<file path="src/hw/rtl/crcdf_pkg.sv">
// ----------------------------------------------------------------------------
// crcdf_pkg
// Shared types, result codes and the CRC-16/MODBUS byte update for the
// CRC-checked frame deframer.
// ----------------------------------------------------------------------------
package crcdf_pkg;

    // Result kind codes carried on tuser
    typedef enum logic [1:0] {
        KIND_PAYLOAD  = 2'd0,
        KIND_CRC_GOOD = 2'd1,
        KIND_CRC_BAD  = 2'd2
    } kind_t;

    // Register indexes on the configuration port
    localparam logic [1:0] REG_FIRST_DELIM  = 2'd0;
    localparam logic [1:0] REG_SECOND_DELIM = 2'd1;
    localparam logic [1:0] REG_MAX_LEN      = 2'd2;

    // Frame layout
    localparam logic [7:0] HEADER_BYTES = 8'd3;
    localparam logic [7:0] FOOTER_BYTES = 8'd2;
    localparam logic [7:0] MIN_FRAME_LEN = HEADER_BYTES + FOOTER_BYTES;

    // CRC-16/MODBUS: reflected poly, no final xor
    localparam logic [15:0] CRC_INIT = 16'hFFFF;
    localparam logic [15:0] CRC_POLY = 16'hA001;

    // Register reset values
    localparam logic [7:0] MAX_LEN_RESET = 8'd255;

    // Configuration seen by the parser
    typedef struct packed {
        logic [7:0] first_delimiter;
        logic [7:0] second_delimiter;
        logic [7:0] max_frame_len;
    } cfg_t;

    // One byte through the CRC, LSB first
    function automatic logic [15:0] crc_byte(input logic [15:0] crc_in,
                                             input logic [7:0]  data);
        logic [15:0] c;
        c = crc_in ^ {8'h00, data};
        for (int i = 0; i < 8; i++)
        begin
            if (c[0])
                c = (c >> 1) ^ CRC_POLY;
            else
                c = c >> 1;
        end
        return c;
    endfunction

endpackage

</file>
<file path="src/hw/rtl/crcdf_regs.sv">
// ----------------------------------------------------------------------------
// crcdf_regs
// APB register file: delimiter bytes and maximum frame length.
// ----------------------------------------------------------------------------
module crcdf_regs
    import crcdf_pkg::*;
(
    input  logic        clk,
    input  logic        rst_n,
    input  logic        psel,
    input  logic        penable,
    input  logic        pwrite,
    input  logic [3:0]  paddr,
    input  logic [31:0] pwdata,
    output logic [31:0] prdata,
    output logic        pready,
    output cfg_t        cfg
);

    logic [7:0] first_delim_reg;
    logic [7:0] second_delim_reg;
    logic [7:0] max_len_reg;
    logic       wr_en;
    logic [1:0] reg_idx;

    assign pready  = 1'b1;
    assign wr_en   = psel && penable && pwrite && pready;
    assign reg_idx = paddr[3:2];

    // Register writes
    always_ff @(posedge clk or negedge rst_n)
    begin
        if (!rst_n)
        begin
            first_delim_reg  <= 8'd0;
            second_delim_reg <= 8'd0;
            max_len_reg      <= MAX_LEN_RESET;
        end
        else if (wr_en)
        begin
            unique case (reg_idx)
                REG_FIRST_DELIM:  first_delim_reg  <= pwdata[7:0];
                REG_SECOND_DELIM: second_delim_reg <= pwdata[7:0];
                REG_MAX_LEN:      max_len_reg      <= pwdata[7:0];
                default: ;
            endcase
        end
    end

    // Read mux
    always_comb
    begin
        unique case (reg_idx)
            REG_FIRST_DELIM:  prdata = {24'd0, first_delim_reg};
            REG_SECOND_DELIM: prdata = {24'd0, second_delim_reg};
            REG_MAX_LEN:      prdata = {24'd0, max_len_reg};
            default:          prdata = 32'd0;
        endcase
    end

    assign cfg.first_delimiter  = first_delim_reg;
    assign cfg.second_delimiter = second_delim_reg;
    assign cfg.max_frame_len    = max_len_reg;

endmodule

</file>
<file path="src/hw/rtl/crcdf_parser.sv">
// ----------------------------------------------------------------------------
// crcdf_parser
// Frame parser with running CRC, fed from the input register, and the
// result register that drives the output stream.
// ----------------------------------------------------------------------------
module crcdf_parser
    import crcdf_pkg::*;
(
    input  logic       clk,
    input  logic       rst_n,
    input  cfg_t       cfg,
    input  logic       in_valid,
    input  logic [7:0] in_byte,
    output logic       in_take,
    output logic       out_valid,
    input  logic       out_ready,
    output logic [7:0] out_data,
    output logic [1:0] out_kind,
    output logic       out_last
);

    typedef enum logic [2:0] {
        PH_HUNT1   = 3'd0,
        PH_HUNT2   = 3'd1,
        PH_LENGTH  = 3'd2,
        PH_PAYLOAD = 3'd3,
        PH_CRC_LO  = 3'd4,
        PH_CRC_HI  = 3'd5
    } phase_t;

    phase_t      phase_reg,     phase_next;
    logic [7:0]  frame_len_reg, frame_len_next;
    logic [7:0]  seen_reg,      seen_next;
    logic [15:0] crc_reg,       crc_next;
    logic [7:0]  footer_lo_reg, footer_lo_next;

    logic        out_valid_reg;
    logic [7:0]  out_data_reg;
    kind_t       out_kind_reg;
    logic        out_last_reg;

    logic        res_valid;
    logic [7:0]  res_data;
    kind_t       res_kind;
    logic        res_last;
    logic [8:0]  seen_plus_footer;
    logic [15:0] crc_got;

    // Advance when the result register is free or being drained
    assign in_take = in_valid && (!out_valid_reg || out_ready);

    assign seen_plus_footer = {1'b0, seen_reg + 8'd1} + {1'b0, FOOTER_BYTES};
    assign crc_got          = {in_byte, footer_lo_reg};

    // Parse one byte
    always_comb
    begin
        phase_next     = phase_reg;
        frame_len_next = frame_len_reg;
        seen_next      = seen_reg;
        crc_next       = crc_reg;
        footer_lo_next = footer_lo_reg;
        res_valid      = 1'b0;
        res_data       = 8'd0;
        res_kind       = KIND_PAYLOAD;
        res_last       = 1'b0;

        unique case (phase_reg)
            PH_HUNT2:
            begin
                if (in_byte == cfg.second_delimiter)
                    phase_next = PH_LENGTH;
                else if (in_byte != cfg.first_delimiter)
                    phase_next = PH_HUNT1;
            end
            PH_LENGTH:
            begin
                if (in_byte < MIN_FRAME_LEN || in_byte > cfg.max_frame_len)
                begin
                    // drop frame silently
                    phase_next     = PH_HUNT1;
                    frame_len_next = 8'd0;
                    seen_next      = 8'd0;
                    crc_next       = CRC_INIT;
                    footer_lo_next = 8'd0;
                end
                else
                begin
                    frame_len_next = in_byte;
                    seen_next      = HEADER_BYTES;
                    crc_next       = CRC_INIT;
                    // empty payload goes straight to the footer
                    phase_next     = (in_byte == MIN_FRAME_LEN) ? PH_CRC_LO : PH_PAYLOAD;
                end
            end
            PH_PAYLOAD:
            begin
                crc_next  = crc_byte(crc_reg, in_byte);
                seen_next = seen_reg + 8'd1;
                if (seen_plus_footer >= {1'b0, frame_len_reg})
                    phase_next = PH_CRC_LO;
                res_valid = 1'b1;
                res_data  = in_byte;
                res_kind  = KIND_PAYLOAD;
            end
            PH_CRC_LO:
            begin
                footer_lo_next = in_byte;
                seen_next      = seen_reg + 8'd1;
                phase_next     = PH_CRC_HI;
            end
            PH_CRC_HI:
            begin
                phase_next     = PH_HUNT1;
                frame_len_next = 8'd0;
                seen_next      = 8'd0;
                crc_next       = CRC_INIT;
                footer_lo_next = 8'd0;
                res_valid      = 1'b1;
                res_kind       = (crc_got == crc_reg) ? KIND_CRC_GOOD : KIND_CRC_BAD;
                res_last       = 1'b1;
            end
            default:
            begin
                // first delimiter hunt, also unused codes
                phase_next = (in_byte == cfg.first_delimiter) ? PH_HUNT2 : PH_HUNT1;
            end
        endcase
    end

    // Parser state
    always_ff @(posedge clk or negedge rst_n)
    begin
        if (!rst_n)
        begin
            phase_reg     <= PH_HUNT1;
            frame_len_reg <= 8'd0;
            seen_reg      <= 8'd0;
            crc_reg       <= CRC_INIT;
            footer_lo_reg <= 8'd0;
        end
        else if (in_take)
        begin
            phase_reg     <= phase_next;
            frame_len_reg <= frame_len_next;
            seen_reg      <= seen_next;
            crc_reg       <= crc_next;
            footer_lo_reg <= footer_lo_next;
        end
    end

    // Result register valid
    always_ff @(posedge clk or negedge rst_n)
    begin
        if (!rst_n)
            out_valid_reg <= 1'b0;
        else if (in_take)
            out_valid_reg <= res_valid;
        else if (out_ready)
            out_valid_reg <= 1'b0;
    end

    // Result register payload
    always_ff @(posedge clk)
    begin
        if (in_take && res_valid)
        begin
            out_data_reg <= res_data;
            out_kind_reg <= res_kind;
            out_last_reg <= res_last;
        end
    end

    assign out_valid = out_valid_reg;
    assign out_data  = out_data_reg;
    assign out_kind  = out_kind_reg;
    assign out_last  = out_last_reg;

`ifndef SYNTHESIS
    // Status item always carries a CRC verdict
    assert property (@(posedge clk) disable iff (!rst_n)
        out_valid_reg && out_last_reg |->
            (out_kind_reg == KIND_CRC_GOOD || out_kind_reg == KIND_CRC_BAD))
        else $error("status item without CRC verdict");

    // Payload items carry the payload kind
    assert property (@(posedge clk) disable iff (!rst_n)
        out_valid_reg && !out_last_reg |-> out_kind_reg == KIND_PAYLOAD)
        else $error("payload item with status kind");

    // Status items carry a zero data byte
    assert property (@(posedge clk) disable iff (!rst_n)
        out_valid_reg && out_last_reg |-> out_data_reg == 8'd0)
        else $error("status item with nonzero data");

    // Closing a frame returns the parser to the hunt
    assert property (@(posedge clk) disable iff (!rst_n)
        in_take && res_last |=> phase_reg == PH_HUNT1 && crc_reg == CRC_INIT)
        else $error("parser not restarted after frame end");
`endif

endmodule

</file>
<file path="src/hw/rtl/crc_checked_frame_deframer.sv">
// ----------------------------------------------------------------------------
// crc_checked_frame_deframer
// Byte-stream deframer: delimiter hunt, length check, payload forwarding and
// CRC-16/MODBUS footer check with an end-of-frame status item.
//
//   channel   dir  handshake            contents
//   s_*       in   s_tvalid/s_tready    tdata: byte_in[7:0]
//   m_*       out  m_tvalid/m_tready    tdata: payload_byte, tuser: kind, tlast: frame_end
//   apb       in   psel/penable/pready  regs 0x0 first, 0x4 second delim, 0x8 max len
//
// One byte per cycle while m_tready stays high; each byte passes an input
// register, the parser and CRC update, and the result register.
// The byte-wide CRC update between the two registers sets the clock path.
// A stall on m_tready holds the result register, and the parser stops with
// the next byte held in the input register; s_tready drops once both are
// full. Asynchronous active-low reset; no clearing pass.
// ----------------------------------------------------------------------------
module crc_checked_frame_deframer
    import crcdf_pkg::*;
(
    input  logic        clk,
    input  logic        rst_n,
    // input stream
    input  logic        s_tvalid,
    output logic        s_tready,
    input  logic [7:0]  s_tdata,     // [7:0] byte_in
    // output stream
    output logic        m_tvalid,
    input  logic        m_tready,
    output logic [7:0]  m_tdata,     // [7:0] payload_byte
    output logic [1:0]  m_tuser,     // [1:0] kind
    output logic        m_tlast,     // frame_end
    // configuration
    input  logic        psel,
    input  logic        penable,
    input  logic        pwrite,
    input  logic [3:0]  paddr,
    input  logic [31:0] pwdata,
    output logic [31:0] prdata,
    output logic        pready
);

    cfg_t       cfg;
    logic       in_valid_reg;
    logic [7:0] in_byte_reg;
    logic       in_take;

    crcdf_regs u_regs (
        .clk     (clk),
        .rst_n   (rst_n),
        .psel    (psel),
        .penable (penable),
        .pwrite  (pwrite),
        .paddr   (paddr),
        .pwdata  (pwdata),
        .prdata  (prdata),
        .pready  (pready),
        .cfg     (cfg)
    );

    // Input register
    assign s_tready = !in_valid_reg || in_take;

    always_ff @(posedge clk or negedge rst_n)
    begin
        if (!rst_n)
            in_valid_reg <= 1'b0;
        else if (s_tvalid && s_tready)
            in_valid_reg <= 1'b1;
        else if (in_take)
            in_valid_reg <= 1'b0;
    end

    always_ff @(posedge clk)
    begin
        if (s_tvalid && s_tready)
            in_byte_reg <= s_tdata;
    end

    crcdf_parser u_parser (
        .clk       (clk),
        .rst_n     (rst_n),
        .cfg       (cfg),
        .in_valid  (in_valid_reg),
        .in_byte   (in_byte_reg),
        .in_take   (in_take),
        .out_valid (m_tvalid),
        .out_ready (m_tready),
        .out_data  (m_tdata),
        .out_kind  (m_tuser),
        .out_last  (m_tlast)
    );

endmodule

</file>
<file path="config.mk">
export PLATFORM = sky130hd
export DESIGN_NAME = crc_checked_frame_deframer
export DESIGN_NICKNAME = d
export VERILOG_FILES = /design/src/hw/rtl/crcdf_pkg.sv /design/src/hw/rtl/crcdf_regs.sv /design/src/hw/rtl/crcdf_parser.sv /design/src/hw/rtl/crc_checked_frame_deframer.sv
export SDC_FILE = /design/constraint.sdc
export NUM_CORES = 1
export LEC_CHECK = 0
export BUFFER_PORTS_ARGS = -buffer_cell sky130_fd_sc_hd__buf_2
export CAP_MARGIN = 15
export CORE_ASPECT_RATIO = 1.25
export CORE_MARGIN = 4
export CORE_UTILIZATION = 47
export CTS_CLUSTER_SIZE = 14
export DETAILED_ROUTE_END_ITERATION = 16
export GPL_TIMING_DRIVEN = 0
export PLACE_DENSITY_LB_ADDON = 0.05
export REMOVE_ABC_BUFFERS = 1
export SYNTH_ARGS = -nofsm -noshare
export SYNTH_HDL_FRONTEND = slang
export SYNTH_HIERARCHICAL = 1
export SYNTH_SLANG_ARGS = --single-unit
</file>
<file path="constraint.sdc">
create_clock -name clk -period 5.19 [get_ports clk]
set_input_delay 0.519 -clock clk [delete_from_list [all_inputs] [get_ports clk]]
set_output_delay 0.519 -clock clk [all_outputs]
set_load 0.02 [all_outputs]
</file>
## Word level (Yosys, flattened, before mapping)

Cells that the tools add are included.

- Flip-flop bits (word level): 88
- Bits of input ports: 51
- Output and inout port bits: 46
- Logic and storage cells: 108

- $add $sub $neg: 2
- Order comparisons: 3
- Eq/ne operators: 15
- Mux-type cells: 37
- Bitwise logic cells: 9
- Reductions and logical operators: 28

Operators by type and width:

| kind | count |
|---|---|
| 16-bit 2-to-1 mux | 15 |
| 8-bit one-hot mux with 3 select lines | 3 |
| 16-bit one-hot mux with 2 select lines | 1 |
| 2-bit inverter with 3-bit output | 8 |
| 16-bit == test | 1 |
| 8-bit == test | 2 |
| 8-bit 2-to-1 mux | 2 |
| 8-bit one-hot mux with 2 select lines | 1 |
| 16-bit by 8-bit bitwise XOR with 16-bit output | 1 |
| 3-bit 2-to-1 mux | 5 |
| 3-bit one-hot mux with 5 select lines | 1 |
| 2-bit AND reduction | 6 |
| 8-bit by 2-bit adder with 9-bit output (second input constant) | 1 |
| 9-bit by 8-bit >= comparator with 1-bit output | 1 |
| 8-bit by 1-bit adder with 8-bit output (second input constant) | 1 |
| 8-bit by 3-bit == test with 1-bit output (second input constant) | 1 |
| 8-bit greater-than comparator | 1 |
| 8-bit by 3-bit less-than comparator with 1-bit output (second input constant) | 1 |
| 8-bit != test | 1 |
| 2-bit nonzero test | 4 |
| 1-bit 2-to-1 mux | 7 |
| 3-bit by 2-bit == test with 1-bit output (second input constant) | 2 |
| 3-bit == test (second input constant) | 2 |
| 3-bit AND reduction | 2 |
| other kinds (12) | 24 |

## Longest topological paths before layout

Gate-level depths: netlist of the first run.

- Word-level depth: 25
- Gate-level depth with buffers: 15
- Mapped depth without buffers: 14

## Hierarchy

The synthesis of the first run kept the hierarchy.

Modules (own cells, without submodules):

| module | instances | cells each | area an instance (sq um) | sequential area each (sq um) |
|---|---|---|---|---|
| crcdf_parser | 1 | 381 | 3,717.3 | 1,451.4 |
| crcdf_regs | 1 | 108 | 1,343.8 | 610.6 |
| crc_checked_frame_deframer | 1 | 12 | 294.0 | 265.3 |

## Worst setup path after synthesis of the first run

Ideal clock, no wire load.

- Path type: register to register
- From: register u_parser.seen_reg[0]
- To: register u_parser.phase_reg[2]
- Setup time: 0.132 ns
- Data arrival time: 2.826 ns
- Data required time: 5.058 ns
- Slack: 2.232 ns
- Stages on the path, launching flop included: 15
- Buffers on the path: 1
- Period minus slack after synthesis: 2.958 ns
- Cell sequence: dfrtp_1 > ha_1 > clkbuf_1 > or3b_1 > o22ai_1 > or3_1 > nand2_1 > xor2_1 > ha_1 > and4_1 > o21ai_0 > o221ai_1 > a211o_1 > o21ai_1 > o41ai_1

- Longest elaborated chain between the ends: 5

RTL lines:

| element | line | RTL |
|---|---|---|
| start: declaration | crcdf_parser.sv:33 | `logic [7:0] seen_reg, seen_next;` |
| start signal: assignment | crcdf_parser.sv:146 | `seen_reg <= seen_next;` |
| 8-bit by 1-bit adder with 8-bit output | crcdf_parser.sv:52 | `assign seen_plus_footer = {1'b0, seen_reg + 8'd1} + {1'b0, FOOTER_BYTES};` |
| 8-bit by 2-bit adder with 9-bit output | crcdf_parser.sv:52 |  |
| 9-bit by 8-bit >= comparator with 1-bit output | crcdf_parser.sv:100 | `if (seen_plus_footer >= {1'b0, frame_len_reg})` |
| 2-bit by 1-bit != test with 1-bit output (no source line) | -- |  |
| 3-bit AND reduction (no source line) | -- |  |
| end signal: assignment | crcdf_parser.sv:144 | `phase_reg <= phase_next;` |
| end: declaration | crcdf_parser.sv:31 | `phase_t phase_reg, phase_next;` |

Every way passes these cells.
A chain may end at the register's enable or synchronous reset.

## Final worst setup path of the first run

- From: register u_parser.seen_reg[0]
- To: register u_parser.phase_reg[0]

The elaborated chain is that of the path after synthesis.

==> out/metrics.yaml, run 1 <==
power_and_ir_drop:
  ir_worst_vdd_v: 0.000195
  p_total_uw: 2100
  powerDensity_nw_per_um2: 356
  leakagePower_uw: 0.00264
die:
  num_rows: 43
  die_h_um: 127
  num_io_pins: 97
  dieArea_um2: 13200
  start_util_pct: 48.1
  core_area_um2: 11100
  dieWidth_um: 103
worst_setup_path:
  start_kind: "register"
  crit_arrival_ps: 3630
  slowest_delay_ps: 460
  crit_buf_inv: 0
  worst_ep_required_time_ps: 5470
  cpMaxStageDelayCell: "dfrtp_1"
  endpoint_kind: "register"
  cp_common_cell: "ha_1"
  crit_type: "register to register"
  crit_chain: "ha_1 > or3b_1 > o22ai_1 > or3_1 > nand2_1 > xor2_1 > ha_1 > and4_1 > o21ai_0 > o221ai_1 > a211o_1 > o21ai_1 > o22a_1"
  cp_max_fo: 10
  critPathTopFamily: "compound AO/OA/AOI/OAI gates"
run_status:
  outcome: "complete, no violations"
grt:
  grt_use_met3_pct: 2.95
  grt_pass1_wl_um: 19200
  gr-usage-all-layers_pct: 19.0
  grtUsageMet2_pct: 31.8
  grt_pass1_vias: 3808
  grt_use_met1_pct: 25.1
  grt.busiest_layer: "met2"
  antenna_found_initial: 0
  grt_overflow_total: 0
  grt_max_degree: 55
synth:
  yosysMostFrequentCell: "dfrtp_1"
  synth_area_leader_cell: "dfrtp_1"
  synth-edff-count: 19
  synth-seq-cells: 88
  ys_warn_count: 6
  ys_seq_area_share_pct: 43.5
  synth_top_area_share_pct: 21.0
  ys_top_cells_by_area: "dfrtp_1, dfstp_2, edfxtp_1"
  synth.cell_area_um2: 5360
  synth_area_per_cell_um2: 10.7
  ys_types: 65
  synthCells: 501
  ys.flop_type: "dfrtp_1"
  synth_top_cells_by_count: "dfrtp_1, xor2_1, nand2_1"
  synthArstFlopShare_pct: 78.4
timing:
  tightest_slew_ps: 978
  layout_setup_ws_ps: 1830
  post-route-period-util_pct: 64.7
  final.setup_skew_ps: 5.15
  finalHoldViolCount: 0
  max_freq_mhz: 298
  drv_slew: 0
  relSlewSlack_pct: 34.3
  setup_tns_ps: 0
  rsz0062_at_grt: "false"
  setup_viol: 0
  fin_crit_ps: 3360
  hold_ws_ps: 45.8
clocking:
  cts.sinks: 88
  clock_latency_ps: 340
  numCtsBuffers: 9
  cts_tree: "done"
  clockRootBuffer: "clkbuf_16"
  cts_setup_buffers: 0
  hold_buffers: 0
  cts.clk_slew.worst_paths_ps: 70
  cts_buffer_depth: 2
  ctsHtreeMaxLevel: 3
  cts_resized: 0
placed_design:
  place_ws_ps: 1880
  portBuffers: 45
  gp_congestion: 0.840
  dp_hpwl_um: 8570
  placed_cell_area_um2: 5560
finish:
  stdcell_area_um2: 5890
  diodes: 0
  finalNetCount: 603
  largest_reg_flops: 16
  area_delta_synth_final_pct: 10.1
  drive_gt1_share_pct: 23.4
route:
  ant_nets: 0
  vias: 3664
  drcViolationCount: 0
  avgViaCountPerCell: 5.44
  drt_iter0_drc: 134
  drt_first_pass_iters: 5
  wire_per_inst_um: 17.6
  wirelength_um: 11800
flow_run:
  cap_violations: 0
min_path:
  min_path_type: "input port to asynchronous set/reset pin"
## worst paths after layout
check | startpoint | endpoint | slack [ps] | cells after the start
max | u_parser/seen_reg[0] | u_parser/phase_reg[0] | 1830 | 13
min | rst_n | u_regs/second_delim_reg[7] | 50 | 1
max reg2reg | u_parser/seen_reg[0] | u_parser/phase_reg[0] | 1830 | 13
min reg2reg | u_parser/frame_len_reg[6] | u_parser/frame_len_reg[6] | 500 | 1
max in group asynchronous | rst_n | u_parser/crc_reg[14] | 4540 | 2
min in group clk | s_tdata[2] | in_byte_reg[2] | 360 | 1
## layer usage
| layer | share of wire (%) | wire (µm) | up-vias |
|---|---|---|---|
| li1 | - | - | 1768 |
| met4 | 1.3 | 153 | 0 |
| met5 | 0 | 0 | - |
| met1 | 45 | 5330 | 1818 |
| met2 | 51 | 5980 | 66 |
| met3 | 3.1 | 367 | 12 |
## cell usage in the layout (no fill, tap or decap), types with 3 or more instances in the layout
master / netlist / final
dfrtp_1: 45 / 45
edfxtp_1: 19 / 19
dfstp_2: 24 / 24
conb_1: 2 / 25
nor3b_1: 3 / 3
a21oi_1: 19 / 19
mux2i_1: 9 / 9
nand3_1: 6 / 6
bufinv_16: 0 / 3
nor4_1: 9 / 9
nand2b_1: 9 / 9
nor2_1: 23 / 23
nor2b_1: 4 / 4
a31oi_1: 3 / 3
nand4_1: 6 / 6
o21ai_0: 24 / 24
o22a_1: 7 / 7
a211o_1: 5 / 5
xnor2_2: 3 / 3
and2_1: 11 / 11
mux2_4: 8 / 8
xor2_1: 44 / 44
ha_1: 18 / 18
buf_2: 8 / 44
inv_1: 23 / 23
a22o_1: 15 / 15
clkbuf_16: 0 / 9
xnor2_1: 15 / 15
nand2_1: 37 / 37
mux2_2: 16 / 16
## area by class of cell
cell class / count / area, µm²
fillers: 1005 / 5240
flip-flops and latches: 88 / 2330
clock buffers: 9 / 225
repair buffers: 47 / 263
clock inverters: 7 / 110
well taps: 135 / 169
inverters: 23 / 86.3
multi-input cells: 365 / 2710
## stage by stage
step / utilization, % / cells
4_1_cts: 52.9 / 674
3_5_place_dp: 49.9 / 658
5_1_grt: 52.9 / 674
6_report: 52.9 / 674
2_1_floorplan: - / 476
3_3_place_gp: 49.6 / 656
## where the power goes
| part | internal (µW) | leakage [µW] | total (µW) | switching [µW] |
|---|---|---|---|---|
| combinational | 230 | 0.00149 | 469 | 240 |
| clock | 466 | 0.000161 | 734 | 268 |
| sequential | 804 | 0.000995 | 895 | 91.8 |
## cell families (layout without fill, tap and decap cells)
kind of cell,count (synthesis),in the layout,synth area share [%]
adder cells (fa/ha/maj),18,18,4.21
AO/OA/AOI/OAI,93,93,11.8
XOR/XNOR,66,66,12.3
multiplexers,33,33,7.29
flip-flops,88,88,43.5
other,2,25,0.140
AND/OR/NAND/NOR,130,130,13.3
buffers and inverters,71,86,7.48
No activity file was read; power rests on OpenSTA's default activity.
==> inputs of run 2 (changes only) <==
- ABC_AREA: not set -> 1
- clock period: 5.19 -> 3.41 ns (I/O delays scaled with it)
==> run 2 against run 1 <==
Compared with the run above:
- first-iteration DRC count up 64%
- via count up 16%
- critical path type unchanged
- clock skew down 0.73 ps
==> out/metrics.yaml, run 2 <==
run_status:
  outcome: "complete, no violations"
worst_setup_path:
  cp_max_fo: 5
  crit_type: "register to register"
  worst_ep_required_time_ps: 3690
  crit_arrival_ps: 3130
  start_kind: "register"
  endpoint_kind: "register"
clocking:
  ctsHtreeMaxLevel: 3
  cts_buffer_depth: 2
  cts_setup_buffers: 0
  numCtsBuffers: 9
  cts_tree: "done"
  cts.clk_slew.worst_paths_ps: 60
  clockRootBuffer: "clkbuf_16"
  cts.sinks: 88
  hold_buffers: 0
  clock_latency_ps: 340
  cts_resized: 0
timing:
  tightest_slew_ps: 849
  setup_viol: 0
  layout_setup_ws_ps: 563
  post-route-period-util_pct: 83.5
  drv_slew: 0
  rsz0062_at_grt: "false"
  setup_tns_ps: 0
  fin_crit_ps: 2850
  relSlewSlack_pct: 43.4
  finalHoldViolCount: 0
  final.setup_skew_ps: 4.42
  max_freq_mhz: 351
  hold_ws_ps: 5.03
grt:
  grt_max_degree: 70
  antenna_found_initial: 0
  grt_pass1_vias: 4124
  grt_overflow_total: 0
  gr-usage-all-layers_pct: 19.4
  grt_pass1_wl_um: 20400
flow_run:
  cap_violations: 0
finish:
  stdcell_area_um2: 5930
  area_delta_synth_final_pct: 10.4
  finalNetCount: 779
  final_util_pct: 53.3
  final_cell_mix: "nand2_1, inv_1, dfrtp_1"
  largest_reg_flops: 16
  layout_commonest_cell: "nand2_1"
  diodes: 0
  drive_gt1_share_pct: 18.6
route:
  ant_nets: 0
  vias: 4263
  drt_first_pass_iters: 4
  wl_met1_um: 5400
  dr_wl_met2_um: 6170
  drt_iter0_drc: 220
  wire_per_inst_um: 14.6
  avgViaCountPerCell: 5.02
  drcViolationCount: 0
  highest_layer: "met4"
  wirelength_um: 12400
  dr_wl_met3_um: 507
synth:
  ys_top_cells_by_area: "dfrtp_1, nand2_1, dfstp_2"
  synthArstFlopShare_pct: 78.4
  synth_top_cells_by_count: "nand2_1, inv_1, dfrtp_1"
  ys_seq_area_share_pct: 43.3
  synth_area_leader_cell: "dfrtp_1"
  ys.flop_type: "dfrtp_1"
  synth-seq-cells: 88
  ys_types: 44
  synth_area_per_cell_um2: 8.08
  synth_top_area_share_pct: 21.0
  synth.cell_area_um2: 5370
  synthCells: 665
  yosysMostFrequentCell: "nand2_1"
  ys_warn_count: 6
  synth-edff-count: 19
min_path:
  min_path_type: "input port to asynchronous set/reset pin"
die:
  start_util_pct: 48.2
  dieWidth_um: 104
  num_rows: 43
  dieArea_um2: 13200
  die_h_um: 128
  num_io_pins: 97
  core_area_um2: 11100
placed_design:
  portBuffers: 45
  dp_hpwl_um: 9180
  placed_cell_area_um2: 5610
  place_ws_ps: 617
  gp_congestion: 0.831
power_and_ir_drop:
  powerDensity_nw_per_um2: 455
  ir_worst_vdd_v: 0.000257
  leakagePower_uw: 0.00301
-- run 2: changes by cell type after synthesis, moves of 14 or more --
| cell | previous run | this run |
|---|---|---|
| nand3_1 | 6 | 25 |
| nand2_1 | 37 | 229 |
| mux2_2 | 16 | 0 |
| inv_1 | 23 | 67 |
| nor2_1 | 23 | 38 |
| o22ai_1 | 2 | 16 |
| a22o_1 | 15 | 0 |
| xor2_1 | 44 | 18 |
| inv_2 | 0 | 15 |
-- run 2: metal layers --
metal  vias up  global-route usage [%]
met5         -                       0
met4         0                    8.92
met3        23                    3.08
met2        96                    32.9
met1      1986                    24.4
li1       2158                       -
-- run 2: final timing paths --
check | cells after the start | end | from | slack [ps]
setup / recovery | 18 | u_parser/phase_reg[0] | u_parser/seen_reg[0] | 560
hold / removal | 2 | u_parser/seen_reg[1] | rst_n | 5
max in group asynchronous | 2 | u_parser/crc_reg[10] | rst_n | 3070
hold reg to reg | 2 | u_regs/max_len_reg[7] | u_regs/max_len_reg[7] | 470
min in group clk | 1 | in_byte_reg[0] | s_tdata[0] | 170
setup reg to reg | 18 | u_parser/phase_reg[0] | u_parser/seen_reg[0] | 560
-- run 2: layout make-up --
type | count | area (µm²)
Sequential cell | 88 | 2330
Timing Repair Buffer | 46 | 255
Tap cell | 135 | 169
Clock buffer | 10 | 239
Clock inverter | 6 | 82.6
Fill cell | 1080 | 5210
Multi-Input combinational cell | 482 | 2540
Inverter | 83 | 317
-- run 2: cell families after synthesis --
family,Yosys count,share of synthesized area (%)
AND/OR/NAND/NOR,338,27.9
buffers and inverters,118,11.0
flip-flops,88,43.3
AO/OA/AOI/OAI,62,6.80
XOR/XNOR,39,6.61
adder cells (fa/ha/maj),18,4.19
other,2,0.140
-- run 2: worst max-delay path, stage by stage, from the launching register on --
cell and delay [ps]:
dfrtp_1 430, ha_1 240, nand2_1 100, inv_1 60, nor2_1 130, ha_1 210, nand2_1 80, nor4_1 340
xor2_1 180, inv_1 60, ha_1 290, nand3_1 80, o21ai_0 170, inv_1 60, nand3_1 100, nand2_2 90
inv_2 70, nand2_1 50, nand2_1 50
-- run 2: through the flow --
step                      std cells  total power, µW
after floorplan                 653             1510
after global placement          833             1640
after detailed placement        834             1650
after CTS                       850             2730
after global routing            850             2830
final                           850             2700
-- run 2: report_power, final --
part / total, µW / switching [µW] / internal (µW)
Combinational: 394 / 248 / 146
Clock: 1070 / 411 / 658
Sequential: 1240 / 78.2 / 1160
Total: 2700 / 737 / 1960
==> inputs of run 3 (changes only) <==
- clock period: 3.41 -> 2.75 ns (I/O delays scaled with it)
==> run 3 against run 2 <==
Compared with the run above:
- core utilization is 1.3 points higher
- first-iteration DRC count is 0.91% lower
- non-clock buffer count is 6 higher
- register-to-register slack worse by 390 ps
- count of clock-buffer cells in the layout stayed put
- sequential power is 23% higher
- design area is 2.4% higher
- global-route usage is 0.11 points higher
- critical path depth is 1 lower
- power is 24% higher
- routed wire length is 2.4% higher
- highest routed layer unchanged
==> out/metrics.yaml, run 3 (synthesized netlist as in run 2, its figures left out) <==
finish:
  finalNetCount: 785
  drive_gt1_share_pct: 21.2
  largest_reg_flops: 16
  area_delta_synth_final_pct: 13.0
  final_cell_mix: "nand2_1, inv_1, dfrtp_1"
  diodes: 0
  layout.cells.non_filler: 856
  stdcell_area_um2: 6070
  layout_commonest_cell: "nand2_1"
timing:
  setup_viol: 0
  post-route-period-util_pct: 93.6
  hold_ws_ps: 106
  final.setup_skew_ps: 4.07
  drv_slew: 0
  max_freq_mhz: 388
  fin_crit_ps: 2570
  setup_tns_ps: 0
  tightest_slew_ps: 852
  finalHoldViolCount: 0
  relSlewSlack_pct: 43.2
power_and_ir_drop:
  ir_worst_vdd_v: 0.000319
  pwr-share-comb_pct: 14.7
  power_switching_uw: 918
  p_sw_share_pct: 27.4
  powerDensity_nw_per_um2: 552
  leakagePower_uw: 0.00304
  p_total_uw: 3350
  internal_power_uw: 2440
  power_frac_clock_pct: 39.6
  pwr-share-seq_pct: 45.7
min_path:
  min_to: "in_byte_reg[0]"
  min_path_type: "input port to register"
  holdPathStages: 1
  min_from: "s_tdata[0]"
route:
  avgViaCountPerCell: 5.06
  ant_nets: 0
  wire_per_inst_um: 14.8
  wirelength_um: 12700
  drcViolationCount: 0
  drt_iter0_drc: 218
  vias: 4331
  drt_first_pass_iters: 5
die:
  num_rows: 43
  die_h_um: 128
  core_area_um2: 11100
  dieArea_um2: 13200
  num_io_pins: 97
  start_util_pct: 48.2
  dieWidth_um: 104
worst_setup_path:
  rr_worst_depth: 17
  endpoint_kind: "register"
  cp_max_fo: 4
  r2r_setup_slack_ps: 180
  r2r_end: "u_parser/phase_reg[0]"
  crit_arrival_ps: 2810
  cpMaxStageDelayCell: "dfrtp_1"
  crit_chain: "ha_2 > nand2_2 > o21ai_0 > nand2_1 > buf_4 > nor4_2 > xor2_1 > inv_1 > ha_1 > nand3_1 > o21ai_1 > inv_1 > nand3_2 > nand2_4 > inv_2 > nand2_1 > nand2_1"
  start_kind: "register"
  worst_ep_required_time_ps: 2980
  crit_type: "register to register"
  crit_buf_inv: 4
  slowest_delay_ps: 380
  cp_common_cell: "nand2_1"
  critPathTopFamily: "simple AND/OR/NAND/NOR gates"
  r2r-start: "u_parser/seen_reg[1]"
placed_design:
  dp_hpwl_um: 9180
  gp_congestion: 0.831
  portBuffers: 45
  placedCellCount: 834
  placed_cell_area_um2: 5610
clocking:
  cts.clk_slew.worst_paths_ps: 60
  cts_tree: "done"
  cts_buffer_depth: 2
  ctsHtreeMaxLevel: 3
  numCtsBuffers: 9
  clock_latency_ps: 340
  cts.sinks: 88
  clockRootBuffer: "clkbuf_16"
grt:
  grt_overflow_total: 0
  grt_pass1_wl_um: 20500
  antenna_found_initial: 0
  grt_pass1_vias: 4163
  gr-usage-all-layers_pct: 19.5
  grt_max_degree: 70
flow_run:
  cap_violations: 0
run_status:
  outcome: "complete, no violations"
## run 3: changes by cell type in the layout (fill, tap and decap cells not counted), moves of 2 or more
cell     previous run  this run
nand2_1           229       226
nor2_4              5         7
nor2_1             38        35
nand2_2             5         7
inv_1              67        65
ha_1               18        15
xor2_1             18        16
buf_4               1         6
inv_2              15        17
ha_2                0         2
## run 3: timing repair
| item | 4_1_cts | 5_1_grt |
|---|---|---|
| setup buffers | 1 | 4 |
| endpoints found under the hold margin | 45 | 0 |
| setup endpoints to repair | 3 | 3 |
| hold buffers | 1 | 0 |
| gates resized for setup | 3 | 18 |
| pin swaps | 1 | 12 |
## run 3: worst max path at each step
stage / slack, ps / depth (start not counted) / to / startpoint
2_1_floorplan: 230 / 17 / u_parser/phase_reg[0] / u_parser/seen_reg[0]
3_3_place_gp: -50 / 17 / u_parser/phase_reg[0] / u_parser/seen_reg[0]
3_5_place_dp: -40 / 17 / u_parser/phase_reg[0] / u_parser/seen_reg[0]
4_1_cts: 20 / 18 / u_parser/phase_reg[1] / u_parser/seen_reg[1]
5_1_grt: -60 / 17 / u_parser/phase_reg[0] / u_parser/seen_reg[1]
6_report: 180 / 17 / u_parser/phase_reg[0] / u_parser/seen_reg[1]
## run 3: cell type report
type | instances | area (µm²)
Fill cell | 1060 | 5070
Inverter | 83 | 317
Multi-Input combinational cell | 482 | 2630
Tap cell | 135 | 169
Clock buffer | 10 | 239
Timing Repair Buffer | 52 | 303
Clock inverter | 6 | 82.6
Sequential cell | 88 | 2330
## run 3: layer usage
metal,share of wire (%),global-route usage (%)
met4,2.6,8.92
met3,3.3,3.08
met5,0,0
met1,45,24.5
met2,50,33.2
## run 3: stage by stage
stage	util (%)	setup slack [ps]
final	54.5	175
after global routing	54.5	-59.1
after CTS	53.5	21.2
after detailed placement	50.4	-43.0
after global placement	50.1	-54.6
after floorplan	-	228
## run 3: worst reg2reg max path, cell delays in order (launching register included)
cell	delay, ps
dfrtp_1	380
ha_2	210
nand2_2	80
o21ai_0	170
nand2_1	110
buf_4	160
nor4_2	280
xor2_1	170
inv_1	60
ha_1	290
nand3_1	90
o21ai_1	70
inv_1	60
nand3_2	80
nand2_4	100
inv_2	40
nand2_1	50
nand2_1	40
## run 3: power groups by stage
stage / logic, µW / registers (µW) / clock network, µW
floorplan: 353 / 1530 / 0
global placement: 475 / 1550 / 0
detailed placement: 491 / 1560 / 0
CTS: 496 / 1530 / 1360
global route: 561 / 1550 / 1410
finish: 494 / 1530 / 1330
